==> src/sv/ple_pkg.sv <==
// ple_pkg: request/response payload types, request kinds, status codes and
// internal operation codes for the positional list engine.
// No dependencies.
`timescale 1ns / 1ps

package ple_pkg;

	localparam logic [2:0] REQ_READ   = 3'd0;
	localparam logic [2:0] REQ_FRONT  = 3'd1;
	localparam logic [2:0] REQ_BACK   = 3'd2;
	localparam logic [2:0] REQ_INSERT = 3'd3;
	localparam logic [2:0] REQ_DELETE = 3'd4;

	localparam logic [1:0] ST_DONE   = 2'd0;
	localparam logic [1:0] ST_BADPOS = 2'd1;
	localparam logic [1:0] ST_FULL   = 2'd2;

	localparam int POS_W = 7;
	localparam int VAL_W = 32;

	typedef struct packed {
		logic [2:0]              req_type;
		logic [POS_W-1:0]        position;
		logic signed [VAL_W-1:0] item_value;
	} req_t;

	typedef struct packed {
		logic signed [VAL_W-1:0] read_value;
		logic [1:0]              status;
		logic [POS_W-1:0]        entry_count;
	} rsp_t;

	// decoded operation for one transaction
	typedef enum logic [2:0] {
		OP_REJECT    = 3'd0,
		OP_READ      = 3'd1,
		OP_INS_PUT   = 3'd2,
		OP_INS_SHIFT = 3'd3,
		OP_DEL_DROP  = 3'd4,
		OP_DEL_SHIFT = 3'd5
	} op_t;

	typedef struct packed {
		logic accept;
		logic eval;
		logic step;
		logic write_item;
		logic finish;
	} ple_cmd_t;

	typedef struct packed {
		op_t  eval_op;
		op_t  op;
		logic last;
		logic out_free;
	} ple_stat_t;

endpackage

==> src/sv/positional_list_engine_core.sv <==
// positional_list_engine_core: ordered list of up to CAPACITY signed 32-bit
// values addressed by position, one request in flight at a time. A read or a
// rejected request moves no entries; an insert or a delete moves the entries
// behind its position one by one. The pace is set by the entry store, which
// has one read and one write port: each moved entry costs one read and one
// write, streamed one per cycle. The result sits in an output register, so a
// new request is taken as soon as the engine is back in idle, even while the
// previous result waits. Depends on ple_pkg, ple_ctrl and ple_dp.
`timescale 1ns / 1ps

module positional_list_engine_core
	import ple_pkg::*;
#(
	parameter int CAPACITY = 64
) (
	input  logic clk,
	input  logic arst_n,
	input  logic req_valid,
	output logic req_ready,
	input  req_t req,
	output logic rsp_valid,
	input  logic rsp_ready,
	output rsp_t rsp
);

	ple_cmd_t  cmd;
	ple_stat_t st;

	ple_ctrl u_ctrl (
		.clk       (clk),
		.arst_n    (arst_n),
		.req_valid (req_valid),
		.req_ready (req_ready),
		.st        (st),
		.cmd       (cmd)
	);

	ple_dp #(
		.CAPACITY (CAPACITY)
	) u_dp (
		.clk       (clk),
		.arst_n    (arst_n),
		.req       (req),
		.cmd       (cmd),
		.st        (st),
		.rsp_valid (rsp_valid),
		.rsp_ready (rsp_ready),
		.rsp       (rsp)
	);

`ifndef ASSERT_OFF
	a_one_in_flight: assert property (@(posedge clk) disable iff (!arst_n)
		req_valid && req_ready |=> !req_ready)
		else $error("request taken while another transaction is in flight");

	a_finish_loads: assert property (@(posedge clk) disable iff (!arst_n)
		cmd.finish |=> rsp_valid)
		else $error("finished transaction did not reach the result register");

	a_full_count: assert property (@(posedge clk) disable iff (!arst_n)
		rsp_valid && (rsp.status == ST_FULL) |-> rsp.entry_count == POS_W'(CAPACITY))
		else $error("list-full status with a count below capacity");

	a_fail_value: assert property (@(posedge clk) disable iff (!arst_n)
		rsp_valid && (rsp.status != ST_DONE) |-> rsp.read_value == '1)
		else $error("failed transaction returned a value other than all ones");
`endif

endmodule

==> src/sv/ple_dp.sv <==
// ple_dp: datapath of the positional list engine: request register, entry
// store, shift pointer, one-stage write-back pipe, count and result register.
// Depends on ple_pkg.
`timescale 1ns / 1ps

module ple_dp
	import ple_pkg::*;
#(
	parameter int CAPACITY = 64
) (
	input  logic      clk,
	input  logic      arst_n,
	input  req_t      req,
	input  ple_cmd_t  cmd,
	output ple_stat_t st,
	output logic      rsp_valid,
	input  logic      rsp_ready,
	output rsp_t      rsp
);

	localparam int AW = (CAPACITY > 1) ? $clog2(CAPACITY) : 1;
	localparam int CW = $clog2(CAPACITY + 1);
	localparam int WW = (CW > POS_W) ? CW : POS_W;
	localparam logic [WW-1:0] CAP_W = WW'(CAPACITY);

	logic [VAL_W-1:0] mem [CAPACITY];

	req_t             req_q;
	logic [CW-1:0]    cnt_q;
	op_t              op_q;
	logic [1:0]       status_q;
	logic [AW-1:0]    tgt_q;
	logic [AW-1:0]    ptr_q;
	logic [AW-1:0]    end_q;
	logic [VAL_W-1:0] rdata_q;
	logic             wr_pend_s1;
	logic [AW-1:0]    wr_addr_s1;
	logic             rsp_valid_q;
	rsp_t             rsp_q;

	logic [WW-1:0]    cnt_w;
	logic [WW-1:0]    pos_w;
	logic [WW-1:0]    tgt_w;
	logic [WW-1:0]    cm1_w;
	logic [WW-1:0]    pp1_w;
	logic [WW-1:0]    ptr0_w;
	logic [WW-1:0]    end0_w;
	logic [WW-1:0]    new_cnt_w;
	logic             ins;
	op_t              eval_op;
	logic [1:0]       eval_st;
	logic [CW-1:0]    new_cnt;
	logic             mem_we;
	logic [AW-1:0]    mem_wa;
	logic [VAL_W-1:0] mem_wd;
	logic             mem_re;
	logic [AW-1:0]    mem_ra;
	logic             op_ins;

	assign cnt_w = WW'(cnt_q);
	assign pos_w = WW'(req_q.position);
	assign cm1_w = cnt_w - WW'(1);
	assign pp1_w = pos_w + WW'(1);

	// classify the held request against the current count
	always_comb begin
		ins     = 1'b0;
		tgt_w   = pos_w;
		eval_op = OP_REJECT;
		eval_st = ST_BADPOS;
		unique case (req_q.req_type)
			REQ_READ: begin
				if (pos_w < cnt_w) begin
					eval_op = OP_READ;
					eval_st = ST_DONE;
				end
			end
			REQ_FRONT: begin
				ins   = 1'b1;
				tgt_w = '0;
			end
			REQ_BACK: begin
				ins   = 1'b1;
				tgt_w = cnt_w;
			end
			REQ_INSERT: begin
				ins = 1'b1;
			end
			REQ_DELETE: begin
				if (pos_w < cnt_w) begin
					eval_op = (pos_w == cm1_w) ? OP_DEL_DROP : OP_DEL_SHIFT;
					eval_st = ST_DONE;
				end
			end
			default: begin
			end
		endcase
		if (ins) begin
			priority if (tgt_w > cnt_w) begin
				eval_st = ST_BADPOS;
			end else if (cnt_w >= CAP_W) begin
				eval_st = ST_FULL;
			end else begin
				eval_st = ST_DONE;
				eval_op = (tgt_w == cnt_w) ? OP_INS_PUT : OP_INS_SHIFT;
			end
		end
	end

	assign op_ins = (op_q == OP_INS_SHIFT) || (op_q == OP_INS_PUT);

	// insert walks down from the last entry, delete walks up past the hole
	assign ptr0_w = ins ? cm1_w : pp1_w;
	assign end0_w = ins ? tgt_w : cm1_w;

	always_comb begin
		unique case (op_q)
			OP_INS_PUT, OP_INS_SHIFT: new_cnt = cnt_q + CW'(1);
			OP_DEL_DROP, OP_DEL_SHIFT: new_cnt = cnt_q - CW'(1);
			default: new_cnt = cnt_q;
		endcase
	end
	assign new_cnt_w = WW'(new_cnt);

	assign mem_re = (cmd.eval && (eval_op == OP_READ)) || cmd.step;
	assign mem_ra = cmd.eval ? pos_w[AW-1:0] : ptr_q;
	assign mem_we = wr_pend_s1 || cmd.write_item;
	assign mem_wa = wr_pend_s1 ? wr_addr_s1 : tgt_q;
	assign mem_wd = wr_pend_s1 ? rdata_q : req_q.item_value;

	always_ff @(posedge clk) begin
		if (mem_we) begin
			mem[mem_wa] <= mem_wd;
		end
		if (mem_re) begin
			rdata_q <= mem[mem_ra];
		end
	end

	always_ff @(posedge clk) begin
		if (cmd.accept) begin
			req_q <= req;
		end
		if (cmd.eval) begin
			status_q <= eval_st;
			tgt_q    <= tgt_w[AW-1:0];
			ptr_q    <= ptr0_w[AW-1:0];
			end_q    <= end0_w[AW-1:0];
		end else if (cmd.step) begin
			ptr_q <= op_ins ? ptr_q - AW'(1) : ptr_q + AW'(1);
		end
		if (cmd.step) begin
			wr_addr_s1 <= op_ins ? ptr_q + AW'(1) : ptr_q - AW'(1);
		end
		if (cmd.finish) begin
			rsp_q.read_value  <= (op_q == OP_READ) ? rdata_q : '1;
			rsp_q.status      <= status_q;
			rsp_q.entry_count <= new_cnt_w[POS_W-1:0];
		end
	end

	always_ff @(posedge clk or negedge arst_n) begin
		if (!arst_n) begin
			cnt_q       <= '0;
			op_q        <= OP_REJECT;
			wr_pend_s1  <= 1'b0;
			rsp_valid_q <= 1'b0;
		end else begin
			if (cmd.eval) begin
				op_q <= eval_op;
			end
			wr_pend_s1 <= cmd.step;
			if (cmd.finish) begin
				cnt_q       <= new_cnt;
				rsp_valid_q <= 1'b1;
			end else if (rsp_ready) begin
				rsp_valid_q <= 1'b0;
			end
		end
	end

	assign st.eval_op  = eval_op;
	assign st.op       = op_q;
	assign st.last     = (ptr_q == end_q);
	assign st.out_free = !rsp_valid_q || rsp_ready;

	assign rsp_valid = rsp_valid_q;
	assign rsp       = rsp_q;

endmodule

==> src/sv/ple_ctrl.sv <==
// ple_ctrl: controller state machine of the positional list engine; sequences
// accept, classify, shift, drain, item write and result hand-off.
// Depends on ple_pkg.
`timescale 1ns / 1ps

module ple_ctrl
	import ple_pkg::*;
(
	input  logic      clk,
	input  logic      arst_n,
	input  logic      req_valid,
	output logic      req_ready,
	input  ple_stat_t st,
	output ple_cmd_t  cmd
);

	typedef enum logic [5:0] {
		S_IDLE   = 6'b000001,
		S_EVAL   = 6'b000010,
		S_SHIFT  = 6'b000100,
		S_DRAIN  = 6'b001000,
		S_WRITE  = 6'b010000,
		S_FINISH = 6'b100000
	} state_t;

	state_t state_q;
	state_t state_d;

	always_comb begin
		state_d = state_q;
		cmd     = '0;
		unique case (state_q)
			S_IDLE: begin
				cmd.accept = req_valid;
				if (req_valid) begin
					state_d = S_EVAL;
				end
			end
			S_EVAL: begin
				cmd.eval = 1'b1;
				unique case (st.eval_op)
					OP_INS_SHIFT, OP_DEL_SHIFT: state_d = S_SHIFT;
					OP_INS_PUT: state_d = S_WRITE;
					default: state_d = S_FINISH;
				endcase
			end
			S_SHIFT: begin
				cmd.step = 1'b1;
				if (st.last) begin
					state_d = S_DRAIN;
				end
			end
			S_DRAIN: begin
				// let the last moved entry land before the write port is reused
				state_d = (st.op == OP_INS_SHIFT) ? S_WRITE : S_FINISH;
			end
			S_WRITE: begin
				cmd.write_item = 1'b1;
				state_d        = S_FINISH;
			end
			S_FINISH: begin
				// hold until the result register is free
				cmd.finish = st.out_free;
				if (st.out_free) begin
					state_d = S_IDLE;
				end
			end
			default: state_d = S_IDLE;
		endcase
	end

	always_ff @(posedge clk or negedge arst_n) begin
		if (!arst_n) begin
			state_q <= S_IDLE;
		end else begin
			state_q <= state_d;
		end
	end

	assign req_ready = (state_q == S_IDLE);

endmodule
==> config.mk <==
export PLATFORM = sky130hd
export DESIGN_NAME = positional_list_engine_core
export DESIGN_NICKNAME = d
export VERILOG_FILES = /design/src/sv/ple_pkg.sv /design/src/sv/positional_list_engine_core.sv /design/src/sv/ple_dp.sv /design/src/sv/ple_ctrl.sv
export SDC_FILE = /design/constraint.sdc
export NUM_CORES = 2
export LEC_CHECK = 0
export ABC_AREA = 0
export BUFFER_PORTS_ARGS = -buffer_cell sky130_fd_sc_hd__buf_2
export CAP_MARGIN = 10
export CORE_MARGIN = 5
export CORE_UTILIZATION = 25
export CTS_CLUSTER_SIZE = 14
export DETAILED_ROUTE_END_ITERATION = 6
export GPL_ROUTABILITY_DRIVEN = 1
export SLEW_MARGIN = 30
export SYNTH_ARGS = -nofsm -noshare
export SYNTH_HDL_FRONTEND = slang
export SYNTH_SLANG_ARGS = --single-unit
export TNS_END_PERCENT = 10
==> constraint.sdc <==
create_clock -name clk -period 14.6 [get_ports clk]
set_clock_uncertainty 0.05 [all_clocks]
set_input_delay 1.46 -clock clk [delete_from_list [all_inputs] [get_ports clk]]
set_output_delay 1.46 -clock clk [all_outputs]
set_load 0.02 [all_outputs]
# Yosys cells after proc, flatten, opt, wreduce, memory -nomap -nowiden
# Memories as Yosys holds them, arrays and structs flattened. A register that Yosys moved wholly into a read port is not among the register bits.
# Index checks and enable logic that the tools add are counted.
dict set report totals {
  output_inout_bits 43
  regBits 127
  memories 1
  mem_bits_rw 2048
}
# memory words width read_ports rd_clocked_by_memory_dff wr line_no
set memory_table {}
lappend memory_table {u_dp.mem 64 32 1 1 1 ple_dp.sv:26} ;# logic [VAL_W-1:0] mem [CAPACITY];
dict set report classes {
  order_cmp 3
  n_eq_ne 25
  n_reduce_logical 15
  muxes 40
  addsub 5
}
# op n
set op_table {}
lappend op_table {{$mux 6} 12}
lappend op_table {{$pmux 6 s6} 1}
lappend op_table {{$mux 32} 1}
lappend op_table {{$pmux 7 s2} 2}
lappend op_table {{$eq 3x2->1 const B} 6}
lappend op_table {{$eq 7x7->1} 2}
lappend op_table {{$mux 1} 14}
lappend op_table {{$add 6x1->6 const B} 2}
lappend op_table {{$eq 3x3->1 const B} 4}
lappend op_table {{$mux 3} 4}
lappend op_table {{$pmux 6 s2} 1}
lappend op_table {{$eq 3x1->1 const B} 3}
lappend op_table {{$mux 2} 4}
lappend op_table {{$reduce_or 2->1} 4}
lappend op_table {{$add 7x1->7 const B} 1}
lappend op_table {{$ge 7x7->1 const B} 1}
lappend op_table {{$gt 7x7->1} 1}
lappend op_table {{$lt 7x7->1} 1}
lappend op_table {{$sub 7x1->7 const B} 1}
lappend op_table {{$eq 6x1->1 const B} 1}
lappend op_table {{$eq 6x2->1 const B} 1}
lappend op_table {{$eq 6x3->1 const B} 1}
lappend op_table {{$eq 6x4->1 const B} 1}
lappend op_table {{$eq 6x5->1 const B} 1}
lappend op_table {{other kinds (13)} 18}

# Depth between registers and ports, before layout
dict set report logic_depth {
  ltp_word 12
  mapped_depth 16
  ltp_nobuf 13
}

# Modules after synthesis
# Synthesis repeated with hierarchy kept, for this count alone.
dict set report unflattened {
  cells_unflattened 7827
  area_unflattened_um2 98134.1
}
# mod instances seq_area_each_um2 area_each_um2 cells_per_inst
set by_module_without_submodules {}
lappend by_module_without_submodules {ple_dp 1 66033.3 97647.4 7773}
lappend by_module_without_submodules {ple_ctrl 1 151.4 486.7 54}

# Worst setup path after synthesis
# Ideal clock, no wire load.
dict set report synth_timing {
  path_type {register to register}
  startpoint {register u_dp.req_q (netlist bit u_dp.pos_w[1])}
  endpoint {register u_dp.rdata_q[0], read port of u_dp.mem (enable)}
  t_arrival_ps 4575
  period_less_slack_ps 5095
  path_stages_with_launch 14
  t_required_ps 14080
  setup_slack_ps 9505
  path_cell_list {edfxtp_1 > clkbuf_1 > inv_1 > a2bb2oi_1 > o21ai_0 > ha_1 > nor2b_1 > o21ai_0 > a21oi_1 > a211oi_1 > o21ai_0 > nand2b_1 > nand2_1 > o31ai_1}
}
# element line_no
set synth_rtl {}
lappend synth_rtl {{start, declared} ple_dp.sv:28} ;# req_t req_q;
lappend synth_rtl {{start signal, assigned} ple_dp.sv:142} ;# req_q <= req;
lappend synth_rtl {{$pmux 7 s2 *} ple_dp.sv:71} ;# unique case (req_q.req_type)
lappend synth_rtl {{named net u_dp.tgt_w[1]} ple_dp.sv:43} ;# logic [WW-1:0] tgt_w;
lappend synth_rtl {{parallel branches: the longest is 3 deep, another holds $gt 7x7->1} --}
lappend synth_rtl {{$mux 3 *} ple_dp.sv:99} ;# priority if (tgt_w > cnt_w) begin
lappend synth_rtl {{$mux 3 *} ple_dp.sv:98} ;# if (ins) begin
lappend synth_rtl {{$eq 3x1->1 *} ple_dp.sv:125} ;# assign mem_re = (cmd.eval && (eval_op == OP_READ)) || cmd.step;
lappend synth_rtl {{$logic_and 1x1->1 *} ple_dp.sv:125}
lappend synth_rtl {{$logic_or 1x1->1 *} ple_dp.sv:125}
lappend synth_rtl {{named net u_dp.mem_re} ple_dp.sv:56} ;# logic mem_re;
lappend synth_rtl {{end, declared} ple_dp.sv:35} ;# logic [VAL_W-1:0] rdata_q;
# Mark *: on every way through the listed nets, which the timed path passes.
# A chain may end at the register's enable or synchronous reset.

# Worst setup path after layout
dict set report layout_timing {
  startpoint {register u_ctrl.state_q[1]}
  endpoint {register u_dp.rdata_q[6], read port of u_dp.mem (data pin)}
}
dict set report layout_between {
  elab_chain_len 4
}
# element line_no
set layout_lines {}
lappend layout_lines {{start, declared} ple_ctrl.sv:26} ;# state_t state_q;
lappend layout_lines {{start signal, assigned} ple_ctrl.sv:76} ;# state_q <= state_d;
lappend layout_lines {{$eq 6x2->1} ple_ctrl.sv:32} ;# unique case (state_q)
lappend layout_lines {{$mux 1} ple_ctrl.sv:32}
lappend layout_lines {{$logic_and 1x1->1} ple_dp.sv:125}
lappend layout_lines {{$logic_or 1x1->1} ple_dp.sv:125}
# Several ways; a longest one is shown, not always the timed one.

==> metrics <==
status=complete, but fails checks; failing checks=DRC; remaining global-route overflow=0; RSZ-0062 raised after global routing=false; yosys synthesis warning count=0; io pins=89; hold wc startpoint=u_dp.status_q[1]; layout cells sized above 1=between 10% and 20%; initial DRC count=around 9,000; later-pin clock latency in the skew report=around 900 ps; Setup crit end kind=flop; die height=a little over 600 um; Cells on Worst Hold Path=0; CP top delay family=buffers and inverters; final worst path period need=6490 ps; largest net degree at the start of global routing=approximately 160; Post-synth ARST share=0.816%; worst path cell trace=nor2b_1, a21oi_1, nor2_4, buf_4, buf_4, buf_4, buf_4, mux2i_1, o22ai_1, nor4_1, o32ai_1, or3_1; number of synthesized flops with an enable pin=2,189; GP Congestion=~0.85; CTS clk-pin slew, worst paths=about 60 ps; DRC=1; Critical R2R Launch=u_ctrl.state_q[1]; vias in the first global route=about 53,000; hold path endpoint=u_dp.rsp[8]; Final Cycle Share=44.4%; HPWL Detailed=160,000 um; number of detailed-route iterations in the first pass=7; Syn Std Cell Area=88,000 sq um; global-route wire length before repair=between 400,000 and 500,000 um; Slew HR=around 22%; CTS Sinks=2,207; gr busiest metal=met2; Hold WC Path Type=reg2reg; Slowest-stage cell, CP=buf_4; met1 global-route usage=a little over a fifth; synthesized netlist cell count=between 5,000 and 6,000; via count=56,100; crit path DAT=7040 ps; Worst IR Drop VDD=142 uV; Reg2Reg Capture Point=u_dp.rdata_q[6]; Site Rows=217; FMAX=about 150 MHz; CTS Buf Count=222; Crit Path Max Fanout=53; CP most frequent cell=buf_4; r2r worst-path depth=12; number of max-cap violations=0; Worst Setup Start Kind=flop; CTS HTree Levels=4; Die W=603 um; post-cts resize count=0; CTS Hold Bufs=0; sequential cell area fraction in the yosys report=between 70% and 80%; max-slew violations=0; CTS tree=yes; drt wl/cell=~29 um; Setup Buffers After CTS=0; Area growth syn-to-layout=15.8%; GRT met3 Usage=4.30%; Avg Cell Area, Syn=15.1 sq um; Yosys reg bits=between 2,000 and 2,500; die area=roughly 360,000 sq um; Final Hold Vio Count=0; Initial Util=between 20% and 30%; vias per std cell=between 5 and 6; worst-margin pin slew=approximately 1200 ps; Crit path largest cell delay=roughly 840 ps; power density over cell area=roughly 180 nW/um^2; initial antenna violation count=20; setup TNS=0 ps; port bufs=88; clk root buf=clkbuf_16; critical path depth in cells=12; Synth Flop Type=edfxtp_1; syn nets=approximately 5,900; Post-Layout Cell Count=10,700; dpl cells=10,300; Worst EP required=about 15,000 ps; Setup Viol. Count Final=0; Worst Path Buf+Inv=4; Pleak=~0.033 uW; clk buf depth=3; Final Net Count=6,006; WL final=between 300,000 and 400,000 um; GRT Overall Usage=16.2%; Distinct cells, synth=83; core box area=between 300,000 and 400,000 sq um; critical path type=reg2reg; DRT antenna net count=0; grt met2 use=between 20% and 30%; FF-to-FF setup slack=8110 ps
report_power, final:
group          switching, uW  total, uW  leakage [uW]  internal [uW]
logic                   3560       4850       0.00979           1300
clock network           2440       5600       0.00347           3160
registers                101       7550        0.0199           7450
total                   6090      18000        0.0332          11900
sequential cells by signal, indices dropped and copies added, names as in the netlist:
signal / count
u_dp.rsp: 41
u_dp.wr_addr_s1: 6
u_dp.rdata_q: 32
u_dp.tgt_q: 6
u_dp.mem: 2048
u_dp.ptr_q: 6
u_dp.req_q: 35
u_ctrl.state_q: 6
u_dp.wr_pend_s1: 1
u_dp.cnt_q: 7
u_dp.end_q: 6
u_dp.pos_w: 7
u_dp.op_q: 3
u_dp.status_q: 2
u_dp.rsp_valid: 1
layer usage:
layer	vias to the layer above	share of wire, %
met5	-	0.020
met4	6	4.7
met3	644	13
met2	4007	44
met1	28500	38
li1	22900	-
through the flow:
stage | hold slack, ps | cell area (sq um) | utilization [%] | worst slack (ps) | power, uW
after floorplan | 350 | 88000 | - | 9510 | 10500
after global placement | 361 | 94500 | 27.0 | 8060 | 12300
after detailed placement | 363 | 94600 | 27.0 | 8040 | 12400
after CTS | 377 | 102000 | 29.1 | 7990 | 17900
after global routing | 397 | 102000 | 29.1 | 7850 | 18500
final | 374 | 102000 | 29.1 | 8110 | 18000
cells by family (layout without fill, tap and decap cells):
kind of cell / count (synthesis) / count (layout) / synth area share, %
adder cells (fa/ha/maj): 22 / 22 / 0.313
flip-flops: 2207 / 2207 / 75.3
multiplexers: 498 / 498 / 5.78
AND/OR/NAND/NOR: 1491 / 1491 / 7.45
AO/OA/AOI/OAI: 1179 / 1179 / 8.84
buffers and inverters: 401 / 696 / 2.05
XOR/XNOR: 31 / 31 / 0.309
other: 0 / 11 / 0
area by class of cell:
type	instances	area, sq um
Tap cell	4599	5750
Antenna cell	11	27.5
Sequential cell	2207	66200
Clock buffer	272	5800
Inverter	29	110
Clock inverter	138	1330
Fill cell	34400	248000
Multi-Input combinational cell	3221	20700
Timing Repair Buffer	257	1870
worst max path at each step:
| stage | startpoint | slack (ps) | endpoint |
|---|---|---|---|
| finish | u_ctrl.state_q[1] | 8110 | u_dp.rdata_q[6] |
| global route | u_ctrl.state_q[1] | 7850 | u_dp.rdata_q[6] |
| CTS | u_ctrl.state_q[2] | 7990 | u_dp.rdata_q[6] |
| detailed placement | u_ctrl.state_q[2] | 8040 | u_dp.rdata_q[6] |
| global placement | u_ctrl.state_q[3] | 8060 | u_dp.rdata_q[6] |
| floorplan | u_dp.pos_w[1] | 9510 | u_dp.rdata_q[0] |
cells in the final DEF (no fill, tap or decap), types with 14 or more instances in the layout:
cell,instances
o21ai_0,58
dfrtp_1,16
inv_1,27
nor4_1,46
mux2_2,43
a2111oi_0,21
clkinv_1,55
a311oi_1,32
nor2_4,70
o211ai_1,14
nor2_1,41
a21o_1,21
xnor2_1,22
nand2_1,942
clkinv_2,41
mux2i_1,432
o22a_1,23
nand2b_1,45
o22ai_1,150
clkbuf_1,47
edfxtp_1,2189
mux2_4,17
o32ai_1,17
nand4_1,19
buf_4,158
nand3_1,117
o221ai_1,58
ha_1,22
a31oi_1,93
or3_1,24
a21oi_1,423
a22oi_1,16
a211oi_1,93
a221oi_1,17
buf_2,88
nor3_1,37
bufinv_16,19
clkbuf_16,224
and3_1,92
Yosys cell counts (24+ instances only):
cell / count / area, sq um
edfxtp_1: 2189 / 65700
nand2_1: 945 / 3550
mux2i_1: 433 / 4330
a21oi_1: 425 / 2130
clkbuf_1: 158 / 593
o22ai_1: 150 / 938
buf_2: 135 / 676
nand3_1: 119 / 596
nor2_1: 109 / 409
a211oi_1: 95 / 713
a31oi_1: 95 / 594
and3_1: 93 / 582
o21ai_0: 61 / 305
o221ai_1: 58 / 508
buf_1: 57 / 214
mux2_2: 55 / 619
nor4_1: 47 / 294
nand2b_1: 46 / 288
nor3_1: 38 / 190
a311oi_1: 32 / 280
inv_1: 28 / 105
or3_1: 24 / 150
No activity file was read; power rests on OpenSTA's default activity.
